==> config.mk <==
export PLATFORM = sky130hd
export DESIGN_NAME = frame_rms_db_level_meter_unit
export DESIGN_NICKNAME = d
export VERILOG_FILES = /design/src/rtl/core/frdb_pkg.sv /design/src/rtl/core/frdb_seq.sv /design/src/rtl/core/frdb_dp.sv /design/src/rtl/core/frame_rms_db_level_meter_unit.sv
export VERILOG_INCLUDE_DIRS = /design/src /design/src/rtl/core
export SDC_FILE = /design/constraint.sdc
export NUM_CORES = 2
export LEC_CHECK = 0
export BUFFER_PORTS_ARGS = -buffer_cell sky130_fd_sc_hd__buf_4
export CORE_ASPECT_RATIO = 1.4
export CORE_MARGIN = 5
export CORE_UTILIZATION = 45
export DETAILED_ROUTE_END_ITERATION = 7
export SYNTH_ARGS = -nofsm -noshare
export SYNTH_HDL_FRONTEND = slang
export SYNTH_SLANG_ARGS = --single-unit
==> constraint.sdc <==
create_clock -name clk -period 16.71 [get_ports clk]
set_input_delay 5.013 -clock clk [delete_from_list [all_inputs] [get_ports clk]]
set_output_delay 5.013 -clock clk [all_outputs]
set_load 0.01 [all_outputs]
==> src/rtl/core/frame_rms_db_level_meter_unit_defines.svh <==
// ----------------------------------------------------------------------------
// Assertion macros for the frame RMS level meter
// Shared concurrent assertion forms. Each one is clocked on the rising edge
// and is switched off while the asynchronous reset is held.
// ----------------------------------------------------------------------------
`ifndef FRAME_RMS_DB_LEVEL_METER_UNIT_DEFINES_SVH
`define FRAME_RMS_DB_LEVEL_METER_UNIT_DEFINES_SVH

// The property holds at every clock edge outside reset.
`define FRDB_ASSERT_ALWAYS(lbl, clk, rst_n, prop, msg) \
	lbl: assert property (@(posedge clk) disable iff (!rst_n) (prop)) \
		else $error(msg);

// The consequent holds in the same cycle as the antecedent.
`define FRDB_ASSERT_IMPL(lbl, clk, rst_n, ante, cons, msg) \
	lbl: assert property (@(posedge clk) disable iff (!rst_n) (ante) |-> (cons)) \
		else $error(msg);

// The consequent holds in the cycle after the antecedent.
`define FRDB_ASSERT_NEXT(lbl, clk, rst_n, ante, cons, msg) \
	lbl: assert property (@(posedge clk) disable iff (!rst_n) (ante) |=> (cons)) \
		else $error(msg);

`endif

==> src/rtl/core/frdb_pkg.sv <==
// ----------------------------------------------------------------------------
// Frame RMS level meter package
// Constants, control word and status types, and the microcode program that
// computes the frame level from the sum of squares and the sample count.
// ----------------------------------------------------------------------------
`timescale 1ns / 1ps

package frdb_pkg;

	// Fixed widths of the stream fields.
	localparam int SAMPLE_W = 16;
	localparam int LEVEL_W  = 16;

	// Logarithm arithmetic: Q1.31 mantissa, 24 fraction bits of log2.
	localparam int MANT_W      = 32;
	localparam int SQ_W        = 2 * MANT_W;
	localparam int LOG_FRAC_W  = 24;
	localparam int ITER_W      = 5;
	localparam logic [ITER_W-1:0] ITER_LAST = ITER_W'(LOG_FRAC_W - 1);

	// round(2560 * log10(2) * 2^16): turns log2 with 24 fraction bits into
	// 1/256 dB with 40 fraction bits.
	localparam int K_W = 27;
	localparam logic signed [K_W-1:0] DB_SCALE_K = 27'sd50504453;
	localparam int ROUND_SHIFT = 40;

	// Level reported for a frame of all-zero samples (-100 dB).
	localparam logic signed [LEVEL_W-1:0] LEVEL_SILENT = -16'sd25600;

	// Datapath operations.
	localparam int OP_W = 4;
	localparam logic [OP_W-1:0] OP_NOP    = 4'd0;
	localparam logic [OP_W-1:0] OP_LD_SUM = 4'd1;
	localparam logic [OP_W-1:0] OP_NORM   = 4'd2;
	localparam logic [OP_W-1:0] OP_MANT   = 4'd3;
	localparam logic [OP_W-1:0] OP_SQUARE = 4'd4;
	localparam logic [OP_W-1:0] OP_FOLD   = 4'd5;
	localparam logic [OP_W-1:0] OP_SAVE   = 4'd6;
	localparam logic [OP_W-1:0] OP_LD_CNT = 4'd7;
	localparam logic [OP_W-1:0] OP_DIFF   = 4'd8;
	localparam logic [OP_W-1:0] OP_MUL    = 4'd9;
	localparam logic [OP_W-1:0] OP_ABS    = 4'd10;
	localparam logic [OP_W-1:0] OP_ROUND  = 4'd11;
	localparam logic [OP_W-1:0] OP_SILENT = 4'd12;
	localparam logic [OP_W-1:0] OP_PUSH   = 4'd13;

	// Jump conditions.
	localparam int COND_W = 3;
	localparam logic [COND_W-1:0] CND_NEVER       = 3'd0;
	localparam logic [COND_W-1:0] CND_ALWAYS      = 3'd1;
	localparam logic [COND_W-1:0] CND_IDLE        = 3'd2;
	localparam logic [COND_W-1:0] CND_SUM_ZERO    = 3'd3;
	localparam logic [COND_W-1:0] CND_NOT_NORMED  = 3'd4;
	localparam logic [COND_W-1:0] CND_ITER_MORE   = 3'd5;
	localparam logic [COND_W-1:0] CND_SECOND_PASS = 3'd6;
	localparam logic [COND_W-1:0] CND_OUT_FREE    = 3'd7;

	// Program addresses.
	localparam int PC_W = 4;
	localparam logic [PC_W-1:0] PC_IDLE   = 4'd0;
	localparam logic [PC_W-1:0] PC_LD_SUM = 4'd1;
	localparam logic [PC_W-1:0] PC_NORM   = 4'd2;
	localparam logic [PC_W-1:0] PC_MANT   = 4'd3;
	localparam logic [PC_W-1:0] PC_SQUARE = 4'd4;
	localparam logic [PC_W-1:0] PC_FOLD   = 4'd5;
	localparam logic [PC_W-1:0] PC_SAVE   = 4'd6;
	localparam logic [PC_W-1:0] PC_LD_CNT = 4'd7;
	localparam logic [PC_W-1:0] PC_DIFF   = 4'd8;
	localparam logic [PC_W-1:0] PC_MUL    = 4'd9;
	localparam logic [PC_W-1:0] PC_ABS    = 4'd10;
	localparam logic [PC_W-1:0] PC_ROUND  = 4'd11;
	localparam logic [PC_W-1:0] PC_SILENT = 4'd12;
	localparam logic [PC_W-1:0] PC_PUSH   = 4'd13;
	localparam logic [PC_W-1:0] PC_WAIT   = 4'd14;

	// One control word: the operation, and a jump taken when cond holds.
	typedef struct packed {
		logic [OP_W-1:0]   op;
		logic [COND_W-1:0] cond;
		logic [PC_W-1:0]   target;
	} ctrl_t;

	// Flags the datapath reports to the sequencer.
	typedef struct packed {
		logic sum_zero;
		logic top_set;
		logic iter_more;
		logic second_pass;
	} dp_stat_t;

	// Everything the sequencer tests in its jump conditions.
	typedef struct packed {
		logic     go;
		logic     out_full;
		dp_stat_t dp;
	} seq_stat_t;

	// Microcode program. The log2 subroutine at NORM..SAVE runs twice, first
	// on the sum of squares and then on the sample count.
	function automatic ctrl_t ucode_rom(input logic [PC_W-1:0] pc);
		ctrl_t w;
		case (pc)
			PC_IDLE:   w = '{op: OP_NOP,    cond: CND_IDLE,        target: PC_IDLE};
			PC_LD_SUM: w = '{op: OP_LD_SUM, cond: CND_SUM_ZERO,    target: PC_SILENT};
			PC_NORM:   w = '{op: OP_NORM,   cond: CND_NOT_NORMED,  target: PC_NORM};
			PC_MANT:   w = '{op: OP_MANT,   cond: CND_NEVER,       target: PC_IDLE};
			PC_SQUARE: w = '{op: OP_SQUARE, cond: CND_NEVER,       target: PC_IDLE};
			PC_FOLD:   w = '{op: OP_FOLD,   cond: CND_ITER_MORE,   target: PC_SQUARE};
			PC_SAVE:   w = '{op: OP_SAVE,   cond: CND_SECOND_PASS, target: PC_DIFF};
			PC_LD_CNT: w = '{op: OP_LD_CNT, cond: CND_ALWAYS,      target: PC_NORM};
			PC_DIFF:   w = '{op: OP_DIFF,   cond: CND_NEVER,       target: PC_IDLE};
			PC_MUL:    w = '{op: OP_MUL,    cond: CND_NEVER,       target: PC_IDLE};
			PC_ABS:    w = '{op: OP_ABS,    cond: CND_NEVER,       target: PC_IDLE};
			PC_ROUND:  w = '{op: OP_ROUND,  cond: CND_ALWAYS,      target: PC_PUSH};
			PC_SILENT: w = '{op: OP_SILENT, cond: CND_NEVER,       target: PC_IDLE};
			PC_PUSH:   w = '{op: OP_PUSH,   cond: CND_OUT_FREE,    target: PC_IDLE};
			PC_WAIT:   w = '{op: OP_NOP,    cond: CND_ALWAYS,      target: PC_PUSH};
			default:   w = '{op: OP_NOP,    cond: CND_ALWAYS,      target: PC_IDLE};
		endcase
		return w;
	endfunction

endpackage

==> src/rtl/core/frdb_seq.sv <==
// ----------------------------------------------------------------------------
// Frame RMS level meter sequencer
// Program counter over the microcode table, with conditional jumps on the
// datapath and handshake flags.
// ----------------------------------------------------------------------------
`timescale 1ns / 1ps
`include "frame_rms_db_level_meter_unit_defines.svh"

module frdb_seq (
	input  logic                clk,
	input  logic                arst_n,
	input  frdb_pkg::seq_stat_t stat,
	output frdb_pkg::ctrl_t     ctrl
);
	import frdb_pkg::*;

	logic [PC_W-1:0] pc_q;
	logic            take;

	// Fetch the control word of the current step.
	assign ctrl = ucode_rom(pc_q);

	// Evaluate the jump condition of this step.
	always_comb begin
		case (ctrl.cond)
			CND_NEVER:       take = 1'b0;
			CND_ALWAYS:      take = 1'b1;
			CND_IDLE:        take = !stat.go;
			CND_SUM_ZERO:    take = stat.dp.sum_zero;
			CND_NOT_NORMED:  take = !stat.dp.top_set;
			CND_ITER_MORE:   take = stat.dp.iter_more;
			CND_SECOND_PASS: take = stat.dp.second_pass;
			CND_OUT_FREE:    take = !stat.out_full;
			default:         take = 1'b0;
		endcase
	end

	// Step counter.
	always_ff @(posedge clk or negedge arst_n) begin
		if (!arst_n) begin
			pc_q <= PC_IDLE;
		end else begin
			pc_q <= take ? ctrl.target : pc_q + PC_W'(1);
		end
	end

	// The program only runs while a frame result is owed.
	`FRDB_ASSERT_IMPL(a_run_needs_go, clk, arst_n, (pc_q != PC_IDLE), stat.go, "sequencer running without a frame")
	// The counter never leaves the program.
	`FRDB_ASSERT_ALWAYS(a_pc_in_program, clk, arst_n, (pc_q <= PC_WAIT), "sequencer left the program")

endmodule

==> src/rtl/core/frdb_dp.sv <==
// ----------------------------------------------------------------------------
// Frame RMS level meter datapath
// Normalizer, squaring log2 unit, difference, scaling multiplier and rounding,
// each step selected by the control word of the sequencer.
// ----------------------------------------------------------------------------
`timescale 1ns / 1ps

module frdb_dp #(
	parameter int SUM_W = 41,
	parameter int CNT_W = 11
) (
	input  logic                                  clk,
	input  logic                                  arst_n,
	input  frdb_pkg::ctrl_t                       ctrl,
	input  logic [SUM_W-1:0]                      sum,
	input  logic [CNT_W-1:0]                      cnt,
	output frdb_pkg::dp_stat_t                    stat,
	output logic signed [frdb_pkg::LEVEL_W-1:0]   level
);
	import frdb_pkg::*;

	localparam int NORM_W = (SUM_W > MANT_W) ? SUM_W : MANT_W;
	localparam int EXP_W  = $clog2(NORM_W);
	localparam int LOG_W  = EXP_W + LOG_FRAC_W;
	localparam int DIFF_W = LOG_W + 1;
	localparam int PROD_W = DIFF_W + K_W;

	// Working registers.
	logic [NORM_W-1:0]             norm_q;
	logic [EXP_W-1:0]              exp_q;
	logic [MANT_W-1:0]             mant_q;
	logic [SQ_W-1:0]               sq_q;
	logic [LOG_FRAC_W-1:0]         frac_q;
	logic [ITER_W-1:0]             iter_q;
	logic                          pass_q;
	logic [LOG_W-1:0]              lsum_q;
	logic signed [DIFF_W-1:0]      diff_q;
	logic signed [PROD_W-1:0]      p_q;
	logic [PROD_W-1:0]             mag_q;
	logic                          neg_q;
	logic signed [LEVEL_W-1:0]     level_q;

	// Combinational results feeding the registers.
	logic [SQ_W-1:0]               sq_full;
	logic signed [DIFF_W-1:0]      diff_full;
	logic signed [PROD_W-1:0]      mul_full;
	logic                          p_neg;
	logic [PROD_W-1:0]             p_mag;
	logic [PROD_W-1:0]             rnd_sum;
	logic [LEVEL_W-1:0]            rnd;
	logic [LEVEL_W-1:0]            level_next;

	// Square of the Q1.31 mantissa.
	assign sq_full = mant_q * mant_q;

	// Log2 of the sum minus log2 of the count.
	assign diff_full = $signed({1'b0, lsum_q}) - $signed({1'b0, exp_q, frac_q});

	// Scale to 1/256 dB with 40 fraction bits.
	assign mul_full = diff_q * DB_SCALE_K;

	// Magnitude of the scaled product.
	assign p_neg = p_q[PROD_W-1];
	assign p_mag = p_neg ? (~$unsigned(p_q) + PROD_W'(1)) : $unsigned(p_q);

	// Round the magnitude half away from zero, then restore the sign.
	assign rnd_sum    = mag_q + (PROD_W'(1) << (ROUND_SHIFT - 1));
	assign rnd        = rnd_sum[ROUND_SHIFT +: LEVEL_W];
	assign level_next = neg_q ? (~rnd + LEVEL_W'(1)) : rnd;

	// Loop control: fraction bit counter and log2 pass flag.
	always_ff @(posedge clk or negedge arst_n) begin
		if (!arst_n) begin
			iter_q <= '0;
			pass_q <= 1'b0;
		end else begin
			case (ctrl.op)
				OP_LD_SUM: pass_q <= 1'b0;
				OP_SAVE:   pass_q <= 1'b1;
				OP_MANT:   iter_q <= ITER_LAST;
				OP_FOLD: begin
					if (iter_q != '0) begin
						iter_q <= iter_q - ITER_W'(1);
					end
				end
				default: ;
			endcase
		end
	end

	// Arithmetic registers.
	always_ff @(posedge clk) begin
		case (ctrl.op)
			OP_LD_SUM: begin
				norm_q <= NORM_W'(sum);
				exp_q  <= EXP_W'(NORM_W - 1);
			end
			OP_LD_CNT: begin
				norm_q <= NORM_W'(cnt);
				exp_q  <= EXP_W'(NORM_W - 1);
			end
			OP_NORM: begin
				// One bit of the leading-zero search per step.
				if (!norm_q[NORM_W-1]) begin
					norm_q <= norm_q << 1;
					exp_q  <= exp_q - EXP_W'(1);
				end
			end
			OP_MANT: begin
				mant_q <= norm_q[NORM_W-1 -: MANT_W];
				frac_q <= '0;
			end
			OP_SQUARE: sq_q <= sq_full;
			OP_FOLD: begin
				// A square that reaches two gives a one bit and is halved.
				if (sq_q[SQ_W-1]) begin
					mant_q <= sq_q[SQ_W-1 -: MANT_W];
					frac_q <= {frac_q[LOG_FRAC_W-2:0], 1'b1};
				end else begin
					mant_q <= sq_q[SQ_W-2 -: MANT_W];
					frac_q <= {frac_q[LOG_FRAC_W-2:0], 1'b0};
				end
			end
			OP_SAVE: begin
				if (!pass_q) begin
					lsum_q <= {exp_q, frac_q};
				end
			end
			OP_DIFF:   diff_q  <= diff_full;
			OP_MUL:    p_q     <= mul_full;
			OP_ABS: begin
				mag_q <= p_mag;
				neg_q <= p_neg;
			end
			OP_ROUND:  level_q <= $signed(level_next);
			OP_SILENT: level_q <= LEVEL_SILENT;
			default: ;
		endcase
	end

	// Status for the sequencer.
	assign stat.sum_zero    = (sum == '0);
	assign stat.top_set     = norm_q[NORM_W-1];
	assign stat.iter_more   = (iter_q != '0);
	assign stat.second_pass = pass_q;

	assign level = level_q;

endmodule

==> src/rtl/core/frame_rms_db_level_meter_unit.sv <==
// ----------------------------------------------------------------------------
// Frame RMS level meter
// Accumulates the squares of 16-bit samples over a frame and reports the
// frame RMS level in units of 1/256 dB when the last sample arrives.
// ----------------------------------------------------------------------------
// Samples are taken one per cycle while a frame is being collected; the sum of
// squares and the sample count update in the cycle of each transaction. The
// transaction marked with tlast closes the frame, and from then on s_tready is
// low while a microcoded sequencer works out 10*log10(sum/count): two passes of
// a bit-serial log2 (one leading-zero shift per cycle, then 24 square-and-fold
// rounds through one 32x32 multiplier), followed by the difference, the dB
// scaling multiply and the rounding. There is one leading-zero shift per
// leading zero of the sum and of the count in a 41-bit word for MAX_FRAME of
// 1024; an all-zero frame skips the log2 and gives -100 dB. Input resumes
// as soon as the result sits in the output register, even if the downstream
// side has not yet taken it. Samples beyond MAX_FRAME in one frame are
// ignored, but the marked sample still closes the frame.
`timescale 1ns / 1ps
`include "frame_rms_db_level_meter_unit_defines.svh"

module frame_rms_db_level_meter_unit #(
	parameter int MAX_FRAME = 1024
) (
	input  logic        clk,
	input  logic        arst_n,
	input  logic        s_tvalid,
	output logic        s_tready,
	input  logic [15:0] s_tdata,    // [15:0] sample
	input  logic        s_tlast,    // last_sample
	output logic        m_tvalid,
	input  logic        m_tready,
	output logic [15:0] m_tdata     // [15:0] level_db
);
	import frdb_pkg::*;

	localparam int CNT_W = $clog2(MAX_FRAME + 1);
	localparam int SUM_W = 2 * SAMPLE_W - 1 + $clog2(MAX_FRAME);

	logic signed [SAMPLE_W-1:0]   sample;
	logic signed [2*SAMPLE_W-1:0] samp_sq;
	logic                         keep;
	logic                         accept;
	logic [SUM_W-1:0]             sum_q;
	logic [CNT_W-1:0]             cnt_q;
	logic [SUM_W-1:0]             sum_next;
	logic [CNT_W-1:0]             cnt_next;
	logic [SUM_W-1:0]             snap_sum_q;
	logic [CNT_W-1:0]             snap_cnt_q;
	logic                         go_q;
	logic                         out_valid_q;
	logic [LEVEL_W-1:0]           out_data_q;
	logic                         out_full;
	logic                         push;
	ctrl_t                        ctrl;
	dp_stat_t                     dp_stat;
	seq_stat_t                    seq_stat;
	logic signed [LEVEL_W-1:0]    level;

	// Input side: take samples unless a frame result is still owed.
	assign s_tready = !go_q;
	assign accept   = s_tvalid && s_tready;

	// Square and accumulate while the frame has room.
	assign sample   = $signed(s_tdata[SAMPLE_W-1:0]);
	assign samp_sq  = sample * sample;
	assign keep     = (cnt_q < CNT_W'(MAX_FRAME));
	assign sum_next = keep ? (sum_q + SUM_W'($unsigned(samp_sq))) : sum_q;
	assign cnt_next = keep ? (cnt_q + CNT_W'(1)) : cnt_q;

	// Output register handoff.
	assign out_full = out_valid_q && !m_tready;
	assign push     = (ctrl.op == OP_PUSH) && !out_full;

	// Accumulator, frame hold-off and output valid.
	always_ff @(posedge clk or negedge arst_n) begin
		if (!arst_n) begin
			sum_q       <= '0;
			cnt_q       <= '0;
			go_q        <= 1'b0;
			out_valid_q <= 1'b0;
		end else begin
			if (accept) begin
				if (s_tlast) begin
					sum_q <= '0;
					cnt_q <= '0;
					go_q  <= 1'b1;
				end else begin
					sum_q <= sum_next;
					cnt_q <= cnt_next;
				end
			end
			if (push) begin
				go_q        <= 1'b0;
				out_valid_q <= 1'b1;
			end else if (m_tready) begin
				out_valid_q <= 1'b0;
			end
		end
	end

	// Frame totals held for the sequencer, and the result register.
	always_ff @(posedge clk) begin
		if (accept && s_tlast) begin
			snap_sum_q <= sum_next;
			snap_cnt_q <= cnt_next;
		end
		if (push) begin
			out_data_q <= $unsigned(level);
		end
	end

	assign seq_stat.go       = go_q;
	assign seq_stat.out_full = out_full;
	assign seq_stat.dp       = dp_stat;

	frdb_seq u_seq (
		.clk    (clk),
		.arst_n (arst_n),
		.stat   (seq_stat),
		.ctrl   (ctrl)
	);

	frdb_dp #(
		.SUM_W (SUM_W),
		.CNT_W (CNT_W)
	) u_dp (
		.clk    (clk),
		.arst_n (arst_n),
		.ctrl   (ctrl),
		.sum    (snap_sum_q),
		.cnt    (snap_cnt_q),
		.stat   (dp_stat),
		.level  (level)
	);

	assign m_tvalid = out_valid_q;
	assign m_tdata  = out_data_q;

	// The sample count never passes the frame limit.
	`FRDB_ASSERT_ALWAYS(a_cnt_bound, clk, arst_n, (cnt_q <= CNT_W'(MAX_FRAME)), "sample count beyond frame limit")
	// A pushed result appears on the output in the next cycle.
	`FRDB_ASSERT_NEXT(a_push_shows, clk, arst_n, push, (m_tvalid && (m_tdata == $unsigned($past(level)))), "pushed level not presented")

endmodule
==> impl_metrics.tcl <==
set metrics [dict create \
    viasPerCell 5.150 \
    worstMarginPinSlew_ns 1.290 \
    max_stage_delay_ns 1.00 \
    r2r_cells 25 \
    fp.dieW_um 339.7 \
    drv_slew 0 \
    cp_slowest_cell "o221ai_1" \
    syn_nets 8873 \
    grt_pass1_wl_mm 274.5 \
    ys_top_cells_by_area "fa_1 (37%), edfxtp_1 (16%), ha_1 (14%)" \
    yosys_warnings 0 \
    grt_pass1_vias 50160 \
    drtIter0Drc 2008 \
    numCtsBuffers 45 \
    hold_path.startpoint "u_dp.level[2]" \
    r2r_slack_ns 7.16 \
    final_nets 8824 \
    drive_gt1_share_pct 3.219 \
    drv_cap 0 \
    worstSetupStartpointType "input port" \
    yosysTopAreaCellShare_pct 36.63 \
    clkLatencyLatePin_ns 0.60 \
    regArea_um2 12290 \
    h-tree-depth 2 \
    core_um2 151400 \
    critPathCaptureType "flip-flop" \
    overflow 0 \
    postSynthAreaPerCell_um2 10.00 \
    wl_per_cell_um 19.60 \
    ios 39 \
    syn-cell-area_um2 68480 \
    synth-seq-cells 420 \
    drt-total-wl_mm 172.5 \
    cp_max_fo 17 \
    path_clk_slew_ns 0.06 \
    multi_input_area_um2 48780 \
    root_buffer "clkbuf_16" \
    reg2reg_from "u_dp.mant_q[20]" \
    vias 45330 \
    holdPathStages 0 \
    rows 169 \
    synth_top_area_cell "fa_1" \
    grt_max_degree 86 \
    worstPathBufferInverterCount 6 \
    skew_ns 0.03378 \
    route.detailed.drc 0 \
    dieArea_um2 160200 \
    required_ns 17.05 \
    critPathKind "in -> reg" \
    regToRegEndpoint "u_dp.sq_q[58]" \
    period_share_pct 80.63 \
    hpwl_mm 140.3 \
    setup-tns-final_ns 0 \
    final.min_clock_period_ns 13.47 \
    gp_congestion 0.9682 \
    hold_buffers 0 \
    fin_util_pct 47.88 \
    synth_edf_count 356 \
    portBuffers 38 \
    track_usage_pct 21.86 \
    cts_resized 0 \
    hold_viol_final 0 \
    fmax_mhz 74.22 \
    ys.flop_type "edfxtp_1" \
    area_growth_pct 5.849 \
    setup_violations 0 \
    clk_path_buf_depth 3 \
    dr.pass1.iters 5 \
    fillers 14260 \
    antenna_found_initial 3 \
    netlist_instances 6848 \
    yosysSeqAreaShare_pct 17.95 \
    antenna_left 0 \
    slew_headroom_pct 13.97 \
    fp.dieH_um 471.6 \
    hold_class "reg -> reg" \
    rsz0062_at_grt "false" \
    cts_tree "done" \
    crit_family "adder cells" \
    worstPathArrival_ns 13.82 \
    post_cts_buffers 0 \
    min_to "m_tdata[2]" \
    status "completed" \
    cts.sinks 420 \
    synth.distinct_cells 73 \
    initial_core_util_pct 45.23 \
    synth-async-reset-ratio_pct 15.24 \
]
-- area by class of cell --
type / instances / area share (%)
sequential: 420 / 16.96
clock buffer: 56 / 1.695
tap: 1966 / 3.394
multi-input combinational: 4439 / 67.29
timing repair buffer: 92 / 0.9528
inverter: 1801 / 9.326
antenna: 1 / 0.003452
clock inverter: 26 / 0.3797
-- placed cells by master (no fill, tap or decap), drive strengths merged, types with 93 or more instances in the layout --
cell    instances
inv          1798
fa           1253
ha            751
nand2         542
edfxtp        356
and2          256
nor2          256
o21ai         187
a21oi         185
xnor2         185
xor2           95
a21o           93
-- through the flow --
step	hold slack, ns	setup WS (ns)	std cells	instance area (um2)
6_report	0.4187	3.236	8801	72490
5_1_grt	0.4305	2.632	8800	72480
4_1_cts	0.4193	3.275	8800	72480
3_5_place_dp	0.4045	2.641	8718	70980
3_3_place_gp	0.4002	2.704	8718	70980
2_1_floorplan	0.4003	3.853	6848	68480
-- synthesized netlist by cell type, types with 37 or more instances --
| library cell | count |
|---|---|
| xor2_1 | 95 |
| mux2i_1 | 50 |
| clkbuf_1 | 177 |
| dfrtp_1 | 64 |
| a21oi_1 | 185 |
| a22o_1 | 56 |
| and2_1 | 256 |
| ha_1 | 751 |
| nand2_1 | 542 |
| a21o_1 | 93 |
| edfxtp_1 | 356 |
| nor3_1 | 50 |
| nor2b_1 | 37 |
| nand2b_1 | 42 |
| fa_1 | 1253 |
| inv_1 | 1794 |
| nor2_1 | 256 |
| xnor2_1 | 185 |
| o21ai_0 | 185 |
| nand3_1 | 58 |
-- worst register-to-register path: stages, from the launching register on --
cell and delay [ns]:
edfxtp_1 0.32, buf_4 0.47, clkinv_1 0.78, nor2_1 0.53
fa_1 0.52, fa_1 0.46, fa_1 0.59, fa_1 0.46
fa_1 0.52, inv_1 0.06, fa_1 0.54, inv_1 0.06
fa_1 0.48, inv_1 0.05, fa_1 0.48, inv_1 0.04
ha_1 0.29, a2111oi_0 0.33, o21ai_0 0.14, o21ai_0 0.12
a2bb2o_1 0.39, o2111ai_1 0.39, a31oi_1 0.33, a41oi_1 0.53
o21ai_0 0.22, xnor2_1 0.18
-- state kept, by name, indices dropped and copies added, names as in the netlist, 5 cells and up --
name and cells:
u_dp.p_q 57, snap_sum_q 41, sum_q 41, u_dp.norm_q 41
u_dp.sq_q 33, u_dp.mant_q 32, u_dp.diff_q 31, u_dp.lsum_q 30
u_dp.frac_q 24, u_dp.mag_q 17, m_tdata 16, u_dp.level 16
cnt_q 11, snap_cnt_q 11, u_dp.exp_q 6, u_dp.iter_q 5
-- metal layers --
metal,vias up,wire (um),global-route usage [%]
li1,21040,-,-
met1,23110,63190,24.50
met2,846,95980,42.57
met3,330,5185,1.692
met4,0,8178,8.790
met5,-,0,0
-- cell families (layout without fill, tap and decap cells) --
logic type	after synthesis	after routing	share of synthesized area [%]
multiplexers	65	65	0.9939
flip-flops	420	420	17.95
AO/OA/AOI/OAI	701	701	6.525
XOR/XNOR	280	280	3.581
adder cells (fa/ha/maj)	2004	2004	50.35
other	0	1	0
AND/OR/NAND/NOR	1389	1389	9.698
buffers and inverters	1989	1975	10.90
-- worst max-delay path by stage --
stage                           start        endpoint  cells past startpoint
after floorplan            s_tdata[1]  snap_sum_q[32]                     33
after detailed placement  s_tdata[15]  snap_sum_q[40]                     31
final                     s_tdata[15]  snap_sum_q[40]                     34
after CTS                 s_tdata[15]  snap_sum_q[40]                     31
after global routing      s_tdata[15]  snap_sum_q[40]                     31
after global placement    s_tdata[15]  snap_sum_q[40]                     31
Power is left out: the tool's default activity adds up to more than one toggle a clock period on the data nets, which glitch-free logic cannot reach.
